**src/fbm_pkg.sv**
```systemverilog
// Shared constants, types and helpers for the frame bit-rate meter.
// No dependencies; every other file of the block but fbm_ram imports this package.
`timescale 1ns / 1ps
`default_nettype none

package fbm_pkg;

  // History ring depth, a power of two
  localparam int WINDOW_DEPTH = 1024;
  // Short-term window in seconds, 1..4
  localparam int DURATION     = 1;
  localparam int HIST_AW      = $clog2(WINDOW_DEPTH);

  localparam int BITS_W  = 26;
  localparam int RATE_W  = 31;
  localparam int INDEX_W = 32;
  localparam int FR_W    = 8;
  localparam int WIN_W   = FR_W + $clog2(DURATION + 1);

  // Serial arithmetic unit widths
  localparam int ACC_W   = 72;               // accumulator / dividend / quotient
  localparam int MCAND_W = ACC_W - FR_W;     // multiplicand
  localparam int DIV_W   = INDEX_W + 1;      // divisor / left-aligned multiplier
  localparam int ST_W    = RATE_W + 3;       // short-term sum
  localparam int CNT_W   = $clog2(ACC_W + 1);

  localparam logic [FR_W-1:0]   FR_RESET = FR_W'(30);
  localparam logic [RATE_W-1:0] RATE_MAX = {RATE_W{1'b1}};

  localparam logic [CNT_W-1:0] MUL1_STEPS = CNT_W'(RATE_W);
  localparam logic [CNT_W-1:0] DIV1_STEPS = CNT_W'(RATE_W + INDEX_W);
  localparam logic [CNT_W-1:0] MUL2_STEPS = CNT_W'(FR_W);
  localparam logic [CNT_W-1:0] DIV2_STEPS = CNT_W'(ACC_W);
  localparam logic [CNT_W-1:0] SDIV_STEPS = CNT_W'(ST_W);

  typedef enum logic [2:0] {
    ST_IDLE,
    ST_LOAD,
    ST_MUL1,
    ST_DIV1,
    ST_MUL2,
    ST_DIV2,
    ST_SDIV,
    ST_DONE
  } fbm_state_t;

  typedef enum logic {
    OP_MUL,
    OP_DIV
  } fbm_op_t;

  typedef struct packed {
    logic             start;
    fbm_op_t          op;
    logic [CNT_W-1:0] steps;
    logic [ACC_W-1:0] opa;
    logic [DIV_W-1:0] opb;
  } fbm_cmd_t;

  typedef struct packed {
    logic             busy;
    logic             done;
    logic [ACC_W-1:0] value;
  } fbm_res_t;

  function automatic logic [RATE_W-1:0] fbm_sat(input logic [ACC_W-1:0] v);
    return (|v[ACC_W-1:RATE_W]) ? RATE_MAX : v[RATE_W-1:0];
  endfunction

endpackage

`default_nettype wire

```
**src/fbm_serial_alu.sv**
```systemverilog
// Shared bit-serial arithmetic unit: shift-add multiply (one multiplier bit
// per cycle) and restoring divide (one quotient bit per cycle). Uses fbm_pkg.
`timescale 1ns / 1ps
`default_nettype none

module fbm_serial_alu import fbm_pkg::*; (
  input  wire logic     clk,
  input  wire logic     rst_n,
  input  wire fbm_cmd_t cmd,
  output fbm_res_t      res
);

  logic [ACC_W-1:0]   x_r, x_nxt;
  logic [DIV_W-1:0]   r_r, r_nxt;
  logic [DIV_W-1:0]   b_r, b_nxt;
  logic [MCAND_W-1:0] m_r, m_nxt;
  fbm_op_t            op_r, op_nxt;
  logic [CNT_W-1:0]   cnt_r, cnt_nxt;
  logic               busy_r, busy_nxt;
  logic               done_r, done_nxt;

  logic [DIV_W:0]     r_sh;
  logic               ge;

  // Partial remainder with the next dividend bit shifted in
  assign r_sh = {r_r, x_r[ACC_W-1]};
  assign ge   = r_sh >= {1'b0, b_r};

  always_comb begin
    x_nxt    = x_r;
    r_nxt    = r_r;
    b_nxt    = b_r;
    m_nxt    = m_r;
    op_nxt   = op_r;
    cnt_nxt  = cnt_r;
    busy_nxt = busy_r;
    done_nxt = 1'b0;
    if (cmd.start) begin
      x_nxt    = (cmd.op == OP_DIV) ? cmd.opa : '0;
      m_nxt    = cmd.opa[MCAND_W-1:0];
      b_nxt    = cmd.opb;
      r_nxt    = '0;
      op_nxt   = cmd.op;
      cnt_nxt  = cmd.steps;
      busy_nxt = 1'b1;
    end else if (busy_r) begin
      unique case (op_r)
        OP_MUL: begin
          // multiplier is left-aligned: consume its top bit each cycle
          x_nxt = {x_r[ACC_W-2:0], 1'b0} + (b_r[DIV_W-1] ? ACC_W'(m_r) : '0);
          b_nxt = {b_r[DIV_W-2:0], 1'b0};
        end
        OP_DIV: begin
          x_nxt = {x_r[ACC_W-2:0], ge};
          r_nxt = ge ? DIV_W'(r_sh - {1'b0, b_r}) : r_sh[DIV_W-1:0];
        end
        default: begin
          x_nxt = x_r;
        end
      endcase
      cnt_nxt = cnt_r - CNT_W'(1);
      if (cnt_r == CNT_W'(1)) begin
        busy_nxt = 1'b0;
        done_nxt = 1'b1;
      end
    end
  end

  always_ff @(posedge clk) begin
    if (!rst_n) begin
      op_r   <= OP_MUL;
      cnt_r  <= '0;
      busy_r <= 1'b0;
      done_r <= 1'b0;
    end else begin
      op_r   <= op_nxt;
      cnt_r  <= cnt_nxt;
      busy_r <= busy_nxt;
      done_r <= done_nxt;
    end
  end

  always_ff @(posedge clk) begin
    x_r <= x_nxt;
    r_r <= r_nxt;
    b_r <= b_nxt;
    m_r <= m_nxt;
  end

  assign res.busy  = busy_r;
  assign res.done  = done_r;
  assign res.value = x_r;

endmodule

`default_nettype wire

```
**config.mk**
```make
export PLATFORM = sky130hd
export DESIGN_NAME = fbm_serial_alu
export DESIGN_NICKNAME = d
export VERILOG_FILES = /design/src/fbm_pkg.sv /design/src/fbm_serial_alu.sv
export SDC_FILE = /design/constraint.sdc
export NUM_CORES = 1
export LEC_CHECK = 0
export BUFFER_PORTS_ARGS = -buffer_cell sky130_fd_sc_hd__buf_2
export CORE_UTILIZATION = 40
export CTS_CLUSTER_DIAMETER = 50
export CTS_CLUSTER_SIZE = 10
export DETAILED_ROUTE_END_ITERATION = 10
export GPL_ROUTABILITY_DRIVEN = 0
export MAX_ROUTING_LAYER = met4
export SYNTH_ARGS = -nofsm -noshare
export SYNTH_HDL_FRONTEND = slang
export SYNTH_SLANG_ARGS = --single-unit
export TNS_END_PERCENT = 100
```
**constraint.sdc**
```tcl
create_clock -name clk -period 4.3 [get_ports clk]
set_input_delay 0.215 -clock clk [delete_from_list [all_inputs] [get_ports clk]]
set_output_delay 0.215 -clock clk [all_outputs]
set_load 0.03 [all_outputs]
```
==> flow_summary.yaml <==
run_status:
  outcome: "finished, final reports clean"
worst_setup_path:
  cpMostUsedCell: "nand2_1"
  required_ns: 4.55
  max_stage_delay_ns: 0.48
  r2r_start: "b_r[32]$_DFFE_PP_"
  endpoint_kind: "flip-flop"
  r2r_slack_ns: 0.25
  path_class: "reg2reg"
  start_kind: "flip-flop"
  r2r-end: "x_r[71]$_DFFE_PP_"
  slowest_stage: "edfxtp_1"
  worst-r2r-cell-count: 15
  crit_path_max_fanout: 33
  crit_chain: "buf_12 -> and2_1 -> ha_1 -> nand2_1 -> nor4_2 -> nand2_1 -> or4_1 -> a211oi_1 -> o31ai_1 -> buf_4 -> o21ai_2 -> a221o_1 -> nand4_1 -> xor2_1 -> o21ai_1"
  arrival_ns: 4.30
global_route:
  grt_start_max_net_pins: 114
  grtUsageTotal: 0.2233
  grt_pass1_wl_mm: 66.49
  grt_overflow: 0
  antenna_found_initial: 5
  grt_pass1_vias: 13010
floorplan:
  start_util: 0.4064
  rows: 70
  die_w_um: 194.9
  die-area_um2: 37970
  die_y_um: 194.9
  coreArea_um2: 36610
  pin_count: 190
run:
  drv_cap: 0
timing:
  slew_headroom: 0.3687
  finClkSkew_ns: 0.02748
  hold_ws_ns: 0.02428
  fin_crit_sh: 0.9411
  worst_pin_slew_ns: 0.9455
  hold_viol_final: 0
  rsz0062_at_grt: "false"
  setup_viol: 0
  slew_violations: 0
  final.min_clock_period_ns: 4.047
  setup_tns_ns: 0
  fmax_mhz: 247.1
yosys:
  ys_warn_count: 0
  synth_area_per_cell_um2: 8.867
  ys_seq_elements: 212
  synthCells: 1678
  yosys_most_used_dff: "edfxtp_1"
  yosysSeqAreaShare: 0.3990
  synth_cell_type_count: 78
  async_reset_ff_frac: 0
  mappedNetlistArea_um2: 14880
  synth_edf_count: 169
  synth.net_count: 1894
min_path:
  worstHoldStart: "cmd[27]"
  holdCritPathClass: "in2reg"
  whs_path_depth: 3
  hold_path_end: "b_r[27]$_DFFE_PP_"
power:
  p_leak_nw: 7.909
  vdd.ir_drop.worst_mv: 0.3261
  design_power_total_mw: 8.370
  powerDensity_nw_per_um2: 449.2
place:
  io_buffer_count: 189
  dp_hpwl_mm: 29.16
routing:
  viasPerCell: 5.445
  drc: 0
  vias: 13300
  drt_iter0_drc: 838
  wirelength_mm: 41.44
  antenna_left: 0
  first_pass_iters: 5
  wl_per_cell_um: 16.96
clock_tree:
  clockBufferDepth: 3
  root_buffer: "clkbuf_16"
  h-tree-depth: 2
  cts_buffers: 36
  clk_pin_slew_ns: 0.05
  cts_sinks: 212
  clock_latency_ns: 0.54
  cts_tree: "yes"
  post_cts_buffers: 0
finish:
  finish.net_count: 2159
  drive_gt1_frac: 0.1472
  syn2layout_area_growth_pct: 25.22
## layer usage
metal  track usage  part of all wire  up-vias  wire, um
met3       0.03922             0.058       67      2418
met4       0.06970             0.023        0       948
met2        0.3563              0.45      399     18690
li1              -                 -     6602         -
met5             -                 0        -         0
met1        0.2876              0.47     6235     19380
## cells by family (layout without fill, tap and decap cells)
group,after synthesis,count (layout),share of synthesized area
AND/OR/NAND/NOR,541,541,0.1710
AO/OA/AOI/OAI,539,539,0.2258
flip-flops,212,212,0.3990
buffers and inverters,161,453,0.04314
adder cells (fa/ha/maj),100,100,0.08511
XOR/XNOR,97,97,0.05710
multiplexers,28,28,0.01892
other,0,5,0
## layout make-up
class	instances	area [um2]
multi-input combinational	1305	8315
inverter	73	274.0
clock inverter	23	326.6
timing repair buffer	315	2213
fill	3426	17980
tap	468	585.6
clock buffer	42	965.9
antenna	5	12.51
sequential	212	5937
## power by group
group	internal, mW	switching [mW]	total (mW)
Combinational	0.990	1.59	2.58
Clock	2.04	1.05	3.09
Sequential	2.51	0.183	2.70
Total	5.54	2.83	8.37
## synth_stat cells, drive strengths merged (13+ instances only)
library cell	instances	area (um2)
a211oi	44	347.8
o211ai	13	97.59
xor2	46	402.9
ha	98	1226
nor3	14	81.33
o21ai	172	868.3
o21bai	21	157.7
o21a	14	105.1
and2	81	509.2
mux2i	27	270.3
dfxtp	43	860.8
a21o	62	465.5
edfxtp	169	5075
nand2	217	817.0
xnor2	51	446.7
a21oi	162	814.5
inv	73	274.0
nand3	34	175.2
nand4	23	143.9
clkbuf	68	255.2
buf	20	112.6
nor2	118	442.9
## worst max-delay path: cells and delay by family, from the launching register on
kind | cells | cell delay, ns
and+or+nand+nor | 6 | 1.36
xor gates and xnor gates | 1 | 0.15
adders and majority gates | 1 | 0.35
DFF | 1 | 0.48
AOI/OAI and AO/OA | 5 | 1.04
buffers and inverters | 2 | 0.39
## worst max-delay path by stage
| stage | start | end | slack (ns) | cells past startpoint |
|---|---|---|---|---|
| after floorplan | b_r[32]$_DFFE_PP_ | x_r[55]$_DFFE_PP_ | 0.74 | 17 |
| after global placement | b_r[32]$_DFFE_PP_ | x_r[56]$_DFFE_PP_ | 0.40 | 15 |
| after detailed placement | b_r[32]$_DFFE_PP_ | x_r[67]$_DFFE_PP_ | 0.28 | 15 |
| after CTS | b_r[32]$_DFFE_PP_ | x_r[67]$_DFFE_PP_ | 0.27 | 15 |
| after global routing | b_r[32]$_DFFE_PP_ | x_r[67]$_DFFE_PP_ | 0.03 | 15 |
| final | b_r[32]$_DFFE_PP_ | x_r[71]$_DFFE_PP_ | 0.25 | 15 |
## cells in the final DEF, fill, tap and decap left out, types with 72 or more instances in the layout
cell type      Yosys  layout
nand2_1          216     216
buf_2              6     188
edfxtp_1         169     169
a21oi_1          161     161
o21ai_0          154     154
nor2_1           118     118
dlygate4sd3_1      0     110
ha_1              98      98
and2_1            80      79
inv_1             72      72
## metrics by stage
step	setup WS, ns	std cells	instance area [um2]	util
finish	0.2534	2443	18630	0.5089
floorplan	0.7383	1678	14880	-
CTS	0.2658	2438	18620	0.5085
global placement	0.4035	2263	16220	0.4432
detailed placement	0.2783	2263	16220	0.4432
global route	0.03347	2443	18630	0.5089
## registers in the layout (all words and copies together), names as in the netlist
| name | count |
|---|---|
| m_r | 64 |
| op_r | 1 |
| x_r | 72 |
| cnt_r | 7 |
| r_r | 33 |
| done_r | 1 |
| b_r | 33 |
| busy_r | 1 |
## timing repair
item	in CTS	in global routing
hold endpoints to repair	153	0
resized for setup	0	0
hold buffers	110	0
Power figures use the tool's default switching activity.
